File: src/rtl/sensor_frame_crc_decoder_core_assert.svh
// Assertion macros used by the sensor frame decoder RTL.
`ifndef SENSOR_FRAME_CRC_DECODER_CORE_ASSERT_SVH
`define SENSOR_FRAME_CRC_DECODER_CORE_ASSERT_SVH

// Same-cycle implication, sampled on clk, off during rst.
`define SFCD_ASSERT_NOW(label, ante, cons) \
  label: assert property (@(posedge clk) disable iff (rst) (ante) |-> (cons)) \
    else $error("sfcd assertion failed");

// Next-cycle implication, sampled on clk, off during rst.
`define SFCD_ASSERT_NEXT(label, ante, cons) \
  label: assert property (@(posedge clk) disable iff (rst) (ante) |=> (cons)) \
    else $error("sfcd assertion failed");

`endif

File: src/rtl/sfcd_pkg.sv
// Package: constants, types and helper functions of the sensor frame decoder.
`timescale 1ns / 1ps

package sfcd_pkg;

  localparam logic [15:0] CRC_INIT     = 16'hFFFF;
  localparam logic [15:0] CRC_POLY     = 16'hA001;
  localparam logic [2:0]  FRAME_FIRST  = 3'd0;
  localparam logic [2:0]  POS_HUM_HI   = 3'd2;
  localparam logic [2:0]  POS_HUM_LO   = 3'd3;
  localparam logic [2:0]  POS_TEMP_HI  = 3'd4;
  localparam logic [2:0]  POS_TEMP_LO  = 3'd5;
  localparam logic [2:0]  POS_CRC_LO   = 3'd6;
  localparam logic [2:0]  FRAME_LAST   = 3'd7;
  localparam logic [2:0]  CRC_LAST_POS = POS_TEMP_LO;

  // x / 10 == (x * 52429) >> 19, exact for x up to 81919
  localparam logic [16:0] RECIP_DIV10  = 17'd52429;
  localparam int          DIV10_SHIFT  = 19;

  typedef struct packed {
    logic signed [12:0] whole;
    logic signed [4:0]  tenth;
  } split_t;

  // Reflected CRC-16 update over one byte, LSB first.
  function automatic logic [15:0] crc_byte(input logic [15:0] crc_in,
                                           input logic [7:0]  data);
    logic [15:0] c;
    c = crc_in ^ {8'h00, data};
    for (int k = 0; k < 8; k++) begin
      c = c[0] ? ((c >> 1) ^ CRC_POLY) : (c >> 1);
    end
    return c;
  endfunction

  // Signed split into value / 10 and value % 10, truncated toward zero.
  function automatic split_t split10(input logic [15:0] value);
    logic        neg;
    logic [15:0] mag;
    logic [32:0] prod;
    logic [13:0] quo;
    logic [17:0] quo_x10;
    logic [3:0]  rem;
    split_t      res;
    neg     = value[15];
    mag     = neg ? 16'(~value + 16'd1) : value;
    prod    = 33'(mag) * 33'(RECIP_DIV10);
    quo     = prod[32:DIV10_SHIFT];
    quo_x10 = 18'({quo, 3'b000}) + 18'({quo, 1'b0});
    rem     = 4'(mag - quo_x10[15:0]);
    res.whole = neg ? -$signed(quo[12:0]) : $signed(quo[12:0]);
    res.tenth = neg ? -$signed({1'b0, rem}) : $signed({1'b0, rem});
    return res;
  endfunction

endpackage

File: src/rtl/sensor_frame_crc_decoder_core.sv
// Top level: byte-wise sensor frame decoder with CRC-16 check and value split.
`timescale 1ns / 1ps
// Byte 7 passes the input register, then the result register sets result_valid.
// Throughput: one byte per cycle; one input register feeds one result register.
// Only the frame's last byte waits on result_stall, while an older result is held.
// Reset (rst, synchronous, active high): empties both stages, CRC to 0xFFFF,
// byte position and all raw and held values to zero.

`include "sensor_frame_crc_decoder_core_assert.svh"

module sensor_frame_crc_decoder_core (
  input  logic               clk,
  input  logic               rst,
  // byte requests
  input  logic               byte_valid,
  output logic               byte_stall,
  input  logic [7:0]         rx_byte,
  input  logic               frame_start,
  // result requests
  output logic               result_valid,
  input  logic               result_stall,
  output logic               crc_error,
  output logic signed [12:0] humidity_whole,
  output logic signed [4:0]  humidity_tenth,
  output logic signed [12:0] temperature_whole,
  output logic signed [4:0]  temperature_tenth
);

  // Input stage
  logic        s1_valid;
  logic [7:0]  s1_byte;
  logic        s1_start;

  // Frame state
  logic [15:0] running_crc;
  logic [2:0]  byte_position;
  logic [15:0] humidity_raw;
  logic [15:0] temperature_raw;
  logic [7:0]  received_crc_low;

  // Work on the byte in the input stage
  logic [2:0]  s1_pos;
  logic [15:0] crc_base;
  logic [15:0] running_crc_next;
  logic        s1_in_crc;
  logic        s1_last;
  logic        s1_blocked;
  logic        s1_fire;
  logic        crc_mismatch;
  sfcd_pkg::split_t hum_split;
  sfcd_pkg::split_t temp_split;

  // frame_start forces byte 0; otherwise the position just wraps mod 8
  assign s1_pos    = s1_start ? sfcd_pkg::FRAME_FIRST : byte_position;
  assign s1_last   = (s1_pos == sfcd_pkg::FRAME_LAST);
  assign s1_in_crc = s1_pos inside {[sfcd_pkg::FRAME_FIRST:sfcd_pkg::CRC_LAST_POS]};

  assign crc_base         = (s1_pos == sfcd_pkg::FRAME_FIRST) ? sfcd_pkg::CRC_INIT
                                                              : running_crc;
  assign running_crc_next = sfcd_pkg::crc_byte(crc_base, s1_byte);

  // CRC arrives low byte first; the high byte is the one in the stage now
  assign crc_mismatch = ({s1_byte, received_crc_low} != running_crc);

  // Raw values are complete long before byte 7; split them in parallel with the compare
  assign hum_split  = sfcd_pkg::split10(humidity_raw);
  assign temp_split = sfcd_pkg::split10(temperature_raw);

  // The last byte needs the result register; other bytes always move on
  assign s1_blocked = s1_last && result_valid && result_stall;
  assign s1_fire    = s1_valid && !s1_blocked;
  assign byte_stall = s1_valid && s1_blocked;

  // Input register
  always_ff @(posedge clk) begin
    if (rst) begin
      s1_valid <= 1'b0;
    end else if (!byte_stall) begin
      s1_valid <= byte_valid;
    end
  end

  always_ff @(posedge clk) begin
    if (!byte_stall && byte_valid) begin
      s1_byte  <= rx_byte;
      s1_start <= frame_start;
    end
  end

  // Frame state update and result register
  always_ff @(posedge clk) begin
    if (rst) begin
      running_crc       <= sfcd_pkg::CRC_INIT;
      byte_position     <= sfcd_pkg::FRAME_FIRST;
      humidity_raw      <= '0;
      temperature_raw   <= '0;
      received_crc_low  <= '0;
      result_valid      <= 1'b0;
      crc_error         <= 1'b0;
      humidity_whole    <= '0;
      humidity_tenth    <= '0;
      temperature_whole <= '0;
      temperature_tenth <= '0;
    end else begin
      if (s1_fire) begin
        byte_position <= s1_pos + 3'd1;
        if (s1_in_crc) begin
          running_crc <= running_crc_next;
        end
        case (s1_pos)
          sfcd_pkg::POS_HUM_HI:  humidity_raw[15:8]    <= s1_byte;
          sfcd_pkg::POS_HUM_LO:  humidity_raw[7:0]     <= s1_byte;
          sfcd_pkg::POS_TEMP_HI: temperature_raw[15:8] <= s1_byte;
          sfcd_pkg::POS_TEMP_LO: temperature_raw[7:0]  <= s1_byte;
          sfcd_pkg::POS_CRC_LO:  received_crc_low      <= s1_byte;
          default: begin
          end
        endcase
      end

      if (s1_fire && s1_last) begin
        result_valid <= 1'b1;
        crc_error    <= crc_mismatch;
        // held values double as the output fields; a bad frame leaves them alone
        if (!crc_mismatch) begin
          humidity_whole    <= hum_split.whole;
          humidity_tenth    <= hum_split.tenth;
          temperature_whole <= temp_split.whole;
          temperature_tenth <= temp_split.tenth;
        end
      end else if (!result_stall) begin
        result_valid <= 1'b0;
      end
    end
  end

  // Assertions
  `SFCD_ASSERT_NEXT(a_last_gives_result, s1_fire && s1_last, result_valid)
  `SFCD_ASSERT_NEXT(a_position_advances, s1_fire, byte_position == 3'($past(s1_pos) + 3'd1))
  `SFCD_ASSERT_NEXT(a_blocked_byte_kept, s1_valid && !s1_fire,
                    s1_valid && $stable(s1_byte) && $stable(s1_start))
  `SFCD_ASSERT_NEXT(a_held_only_on_match, !(s1_fire && s1_last && !crc_mismatch),
                    $stable(humidity_whole) && $stable(temperature_whole))
  `SFCD_ASSERT_NOW(a_tenth_range, result_valid,
                   humidity_tenth <= 5'sd9 && humidity_tenth >= -5'sd9 &&
                   temperature_tenth <= 5'sd9 && temperature_tenth >= -5'sd9)

endmodule
File: config.mk
export PLATFORM = sky130hd
export DESIGN_NAME = sensor_frame_crc_decoder_core
export DESIGN_NICKNAME = d
export VERILOG_FILES = /design/src/rtl/sfcd_pkg.sv /design/src/rtl/sensor_frame_crc_decoder_core.sv
export VERILOG_INCLUDE_DIRS = /design/src /design/src/rtl
export SDC_FILE = /design/constraint.sdc
export NUM_CORES = 1
export LEC_CHECK = 0
export BUFFER_PORTS_ARGS = -buffer_cell sky130_fd_sc_hd__buf_2
export CAP_MARGIN = 5
export CORE_ASPECT_RATIO = 0.5
export CORE_UTILIZATION = 32
export DETAILED_ROUTE_END_ITERATION = 10
export GPL_TIMING_DRIVEN = 0
export MAX_ROUTING_LAYER = met4
export SYNTH_ARGS = -nofsm -noshare
export SYNTH_HDL_FRONTEND = slang
export SYNTH_SLANG_ARGS = --single-unit
File: constraint.sdc
create_clock -name clk -period 7.57 [get_ports clk]
set_input_delay 0.3785 -clock clk [delete_from_list [all_inputs] [get_ports clk]]
set_output_delay 0.3785 -clock clk [all_outputs]
set_load 0.05 [all_outputs]
==> run metrics, run 1 <==
yosys synthesis warning count 0; Placed Area about 0.017 sq mm; via count of the first global-routing pass 12.0k; Clk Latency, worst-skew pair between 0.3 and 0.4 ns; hold buffer count at cts 0; cell type of the slowest stage on the worst timing path sky130_fd_sc_hd__or4_4; share of power burned in combinational logic 15.9%; port bufs 50; DRC viols 0; num rows 56; most common library cell in the layout ignoring fill and taps sky130_fd_sc_hd__inv_1; fin area around 0.019 sq mm; Tightest Pin Transition 1.20 ns; most used flip-flop cell after synthesis sky130_fd_sc_hd__dfxtp_1; Hold Worst Slack 0.179 ns; fraction of final layout cells sized beyond drive strength 1 between 15 and 20%; min-delay worst type input pin to flip-flop; vias per inst around 4.9; net switching component of the power between 300 and 400 uW; largest cells by area after synthesis sky130_fd_sc_hd__ha_1 22%, sky130_fd_sc_hd__fa_1 19%, sky130_fd_sc_hd__dfxtp_1 13%, sky130_fd_sc_hd__inv_1 8.0%, sky130_fd_sc_hd__xnor2_1 5.5%; clock tree from TritonCTS yes; antenna violations before repair 0; Post-Synthesis Cells 1759; area share of the largest cell type after synthesis between 20 and 25%; synthesized area divided by synthesized cell count ~8.9 sq um; CTS H-tree lvls 3; Fillers approximately 4.6k; clock tree sinks approximately 110; Antenna Nets Post-Route 0; area of combinational cells with multiple inputs about 0.013 sq mm; aggregate negative setup slack -0.0630 ns; total power divided by cell area 67.5 mW/mm^2; violations in the final reports negative setup slack; type of the worst setup path flip-flop to flip-flop; number of nets in the final layout around 2.3k; count of flip-flops with a built-in enable after synthesis 9; wire length of the first global-routing pass roughly 65 mm; CP max FO 5; initial core utilization 32.8%; kind of end point of the critical path flip-flop; Top Ports 52; result of the run finished, violations left; Seq pwr share a little under half; WL final between 40 and 50 mm; worst rel slew slack between 10% and 20%; FF+latch area 0.00225 sq mm; leakage between 9 and 10 nW; Maximum Capacitance Violations 0; post-layout power 1.28 mW; Seq cells post-synth roughly 110; Internal Power roughly 900 uW; TritonRoute pass-1 iters 6; sequential share of the synthesized area between 10 and 15%; master cell of the clock root buffer sky130_fd_sc_hd__clkbuf_16; DRC violation total after the first TritonRoute iteration 640; Arr. time, crit path between 7 and 8 ns; average detailed-routed wire length per instance roughly 16 um; cell type contributing the most total cell area after synthesis sky130_fd_sc_hd__ha_1; Total GRT Usage approximately 17%; data required time at the worst endpoint 7.86 ns; Period Utilization, post-route 101%; Critical Path Max Stage Delay 0.60 ns; RSZ-0062 raised after global routing yes; net switching share of the total power between 20% and 30%; number of pins with negative max-slew slack in the final report 0; worst ir drop on vdd 0.0814 mV; final hold violation count 0; Synthesized Nets between 2k and 2.5k; count of final setup violators 1; height of the die approximately 160 um; GRT overflow 0; width of the chip between 300 and 400 um; Vias 12.3k; smallest setup slack after layout -0.0630 ns; Final Skew 0.0122 ns; placer's final routability congestion estimate 0.945; Synth cell types between 80 and 90; proportion of power drawn by the clock network about two fifths; CTS Buf Count 9; ant diodes 0; deepest clock path buffer count 2; leading cell types in the layout, fill and taps excluded 305 x sky130_fd_sc_hd__inv_1, 237 x sky130_fd_sc_hd__ha_1, 144 x sky130_fd_sc_hd__fa_1; pin count of the biggest net entering global routing 23; Tmin final about 7.6 ns; dpl hpwl 33.3 mm; CTS clk-pin slew, worst paths around 0.090 ns; Setup crit start kind flip-flop; post-synthesis instance area roughly 0.016 sq mm; Area growth, synth to finish 21.9%; maximum clock frequency 131 MHz; async set or reset register ratio after synthesis 0%; core area about 0.047 sq mm; Most common cell on crit path sky130_fd_sc_hd__fa_1; overall die area between 0.04 and 0.05 sq mm
[state kept, by name (all words and copies together) (netlist names), 3 cells and up]
name,cells
humidity_tenth,5
temperature_tenth,5
humidity_whole,13
received_crc_low,8
byte_position,3
temperature_whole,13
humidity_raw,16
s1_byte,8
temperature_raw,16
running_crc,16
[synthesized netlist by cell type (11+ instances only)]
cell type	count
sky130_fd_sc_hd__nand3_1	51
sky130_fd_sc_hd__o31ai_1	12
sky130_fd_sc_hd__ha_1	278
sky130_fd_sc_hd__a211oi_1	32
sky130_fd_sc_hd__nor3_1	18
sky130_fd_sc_hd__clkbuf_1	37
sky130_fd_sc_hd__a21o_1	14
sky130_fd_sc_hd__xnor2_1	98
sky130_fd_sc_hd__dfxtp_1	98
sky130_fd_sc_hd__nand2_1	106
sky130_fd_sc_hd__nand2b_1	11
sky130_fd_sc_hd__nand4_1	11
sky130_fd_sc_hd__a21oi_1	97
sky130_fd_sc_hd__nor2_1	124
sky130_fd_sc_hd__xor2_1	60
sky130_fd_sc_hd__inv_1	330
sky130_fd_sc_hd__o211ai_1	11
sky130_fd_sc_hd__a211o_1	13
sky130_fd_sc_hd__fa_1	148
sky130_fd_sc_hd__o21ai_0	35
sky130_fd_sc_hd__mux2i_1	20
[logic make-up after synthesis]
logic type	after synthesis	synth area share, %
adder cells (fa/ha/maj)	426	41.4
buffers and inverters	381	9.70
AND/OR/NAND/NOR	379	11.5
AO/OA/AOI/OAI	283	12.4
XOR/XNOR	161	9.24
flip-flops	107	14.3
multiplexers	22	1.43
[layer usage]
layer | wire, um | global-route usage [%] | vias up
li1 | - | - | 6059
met1 | 18900 | 21.8 | 5974
met2 | 20600 | 29.6 | 207
met3 | 1270 | 1.64 | 48
met4 | 815 | 3.88 | 0
met5 | 0 | - | -
[metrics by stage]
stage	util (%)	setup WS (ns)	instances
2_1_floorplan	-	0.0197	1759
5_1_grt	40.0	-0.311	2533
3_5_place_dp	35.0	-1.15	2447
6_report	40.0	-0.0630	2533
3_3_place_gp	35.0	-1.10	2447
4_1_cts	38.4	-0.0238	2502
[cell type report]
| class | count | area share [%] |
|---|---|---|
| multi-input combinational | 1271 | 69.8 |
| sequential | 107 | 11.9 |
| inverter | 331 | 6.61 |
| timing repair buffer | 120 | 4.36 |
| tap | 638 | 4.20 |
| buffer | 50 | 1.52 |
| clock buffer | 9 | 1.19 |
| clock inverter | 7 | 0.455 |
[repair_timing]
| action | CTS | global route |
|---|---|---|
| buffers inserted | 39 | 30 |
| endpoints found under the setup margin | 33 | 22 |
| pin swaps | 76 | 102 |
| endpoints found under the hold margin | 0 | 0 |
| gates resized for setup | 171 | 95 |
[worst paths after layout]
path,end,slack (ns),from,depth (start not counted)
min,s1_byte[6],0.18,rx_byte[6],1
max reg2reg,temperature_whole[12],-0.06,temperature_raw[0],28
min reg2reg,received_crc_low[4],0.48,received_crc_low[4],2
max,temperature_whole[12],-0.06,temperature_raw[0],28
[power by group through the flow]
stage / logic, mW / clock network, mW / registers, mW
global route: 0.222 / 0.519 / 0.590
global placement: 0.174 / 0 / 0.603
CTS: 0.195 / 0.499 / 0.589
finish: 0.203 / 0.489 / 0.588
floorplan: 0.131 / 0 / 0.601
detailed placement: 0.175 / 0 / 0.603
[worst max-delay path: cells and delay by family (launching register included)]
kind | cells | cell delay (ns)
flops | 1 | 0.37
fa+ha+maj | 7 | 2.86
compound gates | 8 | 1.73
buf+inv | 4 | 0.32
xor+xnor | 1 | 0.29
simple gates | 8 | 1.96
Note: power is estimated with default switching activity, not from simulation.
==> run 2, diff against run 1 <==
- ABC_AREA: unset -> 1
==> run 2 against run 1 <==
Fmax increased by 6.2%. Global-route usage rose by 0.15 points. Via count increased by 16%. Combinational power increased by 84%. Critical path depth rose by 12. Setup slack improved by 0.44 ns. Hold slack better by 0.024 ns. Critical path type unchanged. Clock skew shrank 0.0039 ns. Sequential share of layout area rose by 0.11 points. Synthesized area is 7.7% higher. The flow now finishes without violations. Power increased by 10%.
==> run metrics, run 2 <==
synthesized area divided by synthesized cell count 7.34 sq um (was 8.86 sq um); Worst R2R Setup Slack 0.38 ns (was -0.06 ns); CTS Buf Count 9 (unchanged); number of pins with negative max-slew slack in the final report 0 (unchanged); TritonRoute pass-1 iters 5 (was 6); mux contribution to synthesized area 0% (was 1.43%); master cell of the clock root buffer sky130_fd_sc_hd__clkbuf_16 (unchanged); pin count of the biggest net entering global routing 18 (was 23); sequential share of the synthesized area 13.3% (was 14.3%); Area growth, synth to finish 11.5% (was 21.9%); Antenna Nets Post-Route 0 (unchanged); xor/xnor share of the synthesized area 5.94% (was 9.24%); final hold violation count 0 (unchanged); Vias 14.3k (was 12.3k); Top Ports 52 (unchanged); Synth cell types 49 (was 85); area share of the largest cell type after synthesis 20.7% (was 22.3%); average detailed-routed wire length per instance 14.6 um (was 16.4 um); Synth Area in Simple Gates 20.5% (was 11.5%); CTS H-tree lvls 3 (unchanged); ant diodes 0 (unchanged); vias per inst 4.68 (was 4.85); Final Skew 0.00833 ns (was 0.0122 ns); Tightest Pin Transition 0.863 ns (was 1.20 ns); leading cell type by number of instances after synthesis sky130_fd_sc_hd__inv_1 (unchanged); dpl hpwl 38.6 mm (was 33.3 mm); worst slack after detailed placement -0.527 ns (was -1.15 ns); Seq cells post-synth 107 (unchanged); smallest setup slack after layout 0.380 ns (was -0.0630 ns); num rows 58 (was 56); post-synthesis instance area 0.0168 sq mm (was 0.0156 sq mm); via count of the first global-routing pass 13.7k (was 12.0k); kind of end point of the critical path flip-flop (unchanged); port bufs 51 (was 50); overall die area 0.0534 sq mm (was 0.0496 sq mm); worst rel slew slack 42.1% (was 19.6%); most used flip-flop cell after synthesis sky130_fd_sc_hd__dfxtp_1 (unchanged); clock tree sinks 107 (unchanged); DRC viols 0 (unchanged); data required time at the worst endpoint 7.81 ns (was 7.86 ns); Tmin final 7.19 ns (was 7.63 ns); Setup crit start kind flip-flop (unchanged); deepest clock path buffer count 2 (unchanged); largest registers humidity_raw x16, running_crc x16, temperature_raw x16 (unchanged); antenna violations before repair 0 (unchanged); largest cells by area after synthesis sky130_fd_sc_hd__ha_1 21%, sky130_fd_sc_hd__fa_1 18%, sky130_fd_sc_hd__inv_1 12%, sky130_fd_sc_hd__dfxtp_1 12%, sky130_fd_sc_hd__nand2_1 9.7% (was sky130_fd_sc_hd__ha_1 22%, sky130_fd_sc_hd__fa_1 19%, sky130_fd_sc_hd__dfxtp_1 13%, sky130_fd_sc_hd__inv_1 8.0%, sky130_fd_sc_hd__xnor2_1 5.5%); async set or reset register ratio after synthesis 0% (unchanged); type of the worst setup path flip-flop to flip-flop (unchanged); Most common cell on crit path sky130_fd_sc_hd__inv_1 (was sky130_fd_sc_hd__fa_1); core area 0.0510 sq mm (was 0.0474 sq mm); crit path launch humidity_raw[0] (was temperature_raw[0]); count of final setup violators 0 (was 1); DRC violation total after the first TritonRoute iteration 800 (was 640); hold path startpoint rx_byte[3] (was rx_byte[6]); number of nets in the final layout 2800 (was 2329); most common library cell in the layout ignoring fill and taps sky130_fd_sc_hd__inv_1 (unchanged); largest family of logic cells by synthesized area adder cells (unchanged); post-synthesis compound-gate area fraction 8.99% (was 12.4%); min-delay worst type input pin to flip-flop (unchanged); Arr. time, crit path 7.43 ns (was 7.92 ns); count of flip-flops with a built-in enable after synthesis 9 (unchanged); leakage 10.5 nW (was 9.50 nW); Critical R2R Launch humidity_raw[0] (was temperature_raw[0]); Critical Path Max Stage Delay 0.56 ns (was 0.60 ns); maximum clock frequency 139 MHz (was 131 MHz); leading cell types in the layout, fill and taps excluded 525 x sky130_fd_sc_hd__inv_1, 425 x sky130_fd_sc_hd__nand2_1, 267 x sky130_fd_sc_hd__ha_1 (was 305 x sky130_fd_sc_hd__inv_1, 237 x sky130_fd_sc_hd__ha_1, 144 x sky130_fd_sc_hd__fa_1); Period Utilization, post-route 95.0% (was 101%); Total GRT Usage 17.3% (was 17.1%); cell type of the slowest stage on the worst timing path sky130_fd_sc_hd__fa_1 (was sky130_fd_sc_hd__or4_4); Post-Synthesis Cells 2285 (was 1759); Hold Worst Slack 0.203 ns (was 0.179 ns); fraction of final layout cells sized beyond drive strength 1 8.83% (was 19.6%); CTS clk-pin slew, worst paths 0.07 ns (was 0.09 ns); GRT overflow 0 (unchanged); initial core utilization 32.9% (was 32.8%); Synthesized Nets 2724 (was 2198); width of the chip 326 um (was 314 um); Post-Synth Adder-Cell Area 38.4% (was 41.4%); post-layout power 1.41 mW (was 1.28 mW); total power divided by cell area 75.4 mW/mm^2 (was 67.5 mW/mm^2); yosys synthesis warning count 0 (unchanged); placer's final routability congestion estimate 0.923 (was 0.945); CP max FO 8 (was 5); Maximum Capacitance Violations 0 (unchanged); result of the run completed (was finished, violations left); WL final 44.6 mm (was 41.5 mm); cell type contributing the most total cell area after synthesis sky130_fd_sc_hd__ha_1 (unchanged); height of the die 164 um (was 158 um); wire length of the first global-routing pass 71.3 mm (was 64.9 mm); worst ir drop on vdd 0.0861 mV (was 0.0814 mV); top post-synthesis cells by count 529 x sky130_fd_sc_hd__inv_1, 432 x sky130_fd_sc_hd__nand2_1, 278 x sky130_fd_sc_hd__ha_1 (was 330 x sky130_fd_sc_hd__inv_1, 278 x sky130_fd_sc_hd__ha_1, 148 x sky130_fd_sc_hd__fa_1); Clk Latency, worst-skew pair 0.35 ns (was 0.37 ns); clock tree from TritonCTS yes (unchanged)
==> run 2: area by class of cell <==
cell class	count	area (sq um)
Multi-Input combinational cell	1604	12800
Tap cell	690	863
Timing Repair Buffer	65	360
Clock buffer	10	229
Sequential cell	107	2240
Clock inverter	6	40.0
Fill cell	5396	32300
Inverter	538	2020
Buffer	36	146
==> run 2: routing by layer <==
layer | GRT usage [%] | wire length, um | up-vias
li1 | - | - | 7264
met1 | 23.4 | 21500 | 6726
met2 | 28.2 | 20600 | 277
met3 | 1.43 | 1740 | 36
met4 | 3.93 | 850 | 0
met5 | - | 0 | -
==> run 2: logic make-up after synthesis <==
group | Yosys count
AO/OA/AOI/OAI | 272
XOR/XNOR | 106
adder cells (fa/ha/maj) | 426
buffers and inverters | 574
flip-flops | 107
AND/OR/NAND/NOR | 800
==> run 2: worst max-delay path: cells and delay by family, from the launching register on <==
| kind | cells | cell delay, ns |
|---|---|---|
| flops | 1 | 0.39 |
| buf+inv | 10 | 0.75 |
| simple gates | 17 | 1.93 |
| compound gates | 1 | 0.08 |
| xor+xnor | 3 | 0.57 |
| fa+ha+maj | 9 | 3.34 |
==> run 2: path summary, 6_finish.rpt <==
| path | to | depth (start not counted) |
|---|---|---|
| hold / removal | s1_byte[3] | 1 |
| setup / recovery | humidity_tenth[3] | 40 |
| setup reg to reg | humidity_tenth[3] | 40 |
| hold reg to reg | humidity_tenth[4] | 2 |
==> run 2: report_power, final <==
part / switching (mW) / internal (mW) / total [mW]
Sequential: 0.0116 / 0.584 / 0.595
Combinational: 0.238 / 0.136 / 0.374
Clock: 0.218 / 0.225 / 0.442
Total: 0.468 / 0.944 / 1.41
==> run 2: timing repair <==
action / CTS / global route
resized for setup: 22 / 60
setup endpoints to repair: 22 / 31
pin swaps: 5 / 8
hold buffers: 0 / 0
setup buffers: 9 / 5
==> run 2: through the flow <==
stage / util [%] / setup TNS [ns] / cells / cell area, sq um
final: 36.7 / 0 / 3056 / 18700
after global routing: 36.7 / -0.0167 / 3056 / 18700
after CTS: 36.0 / -0.00487 / 3051 / 18400
after detailed placement: 35.1 / -4.25 / 3026 / 17900
after global placement: 35.1 / -3.51 / 3026 / 17900
after floorplan: - / 0 / 2285 / 16800
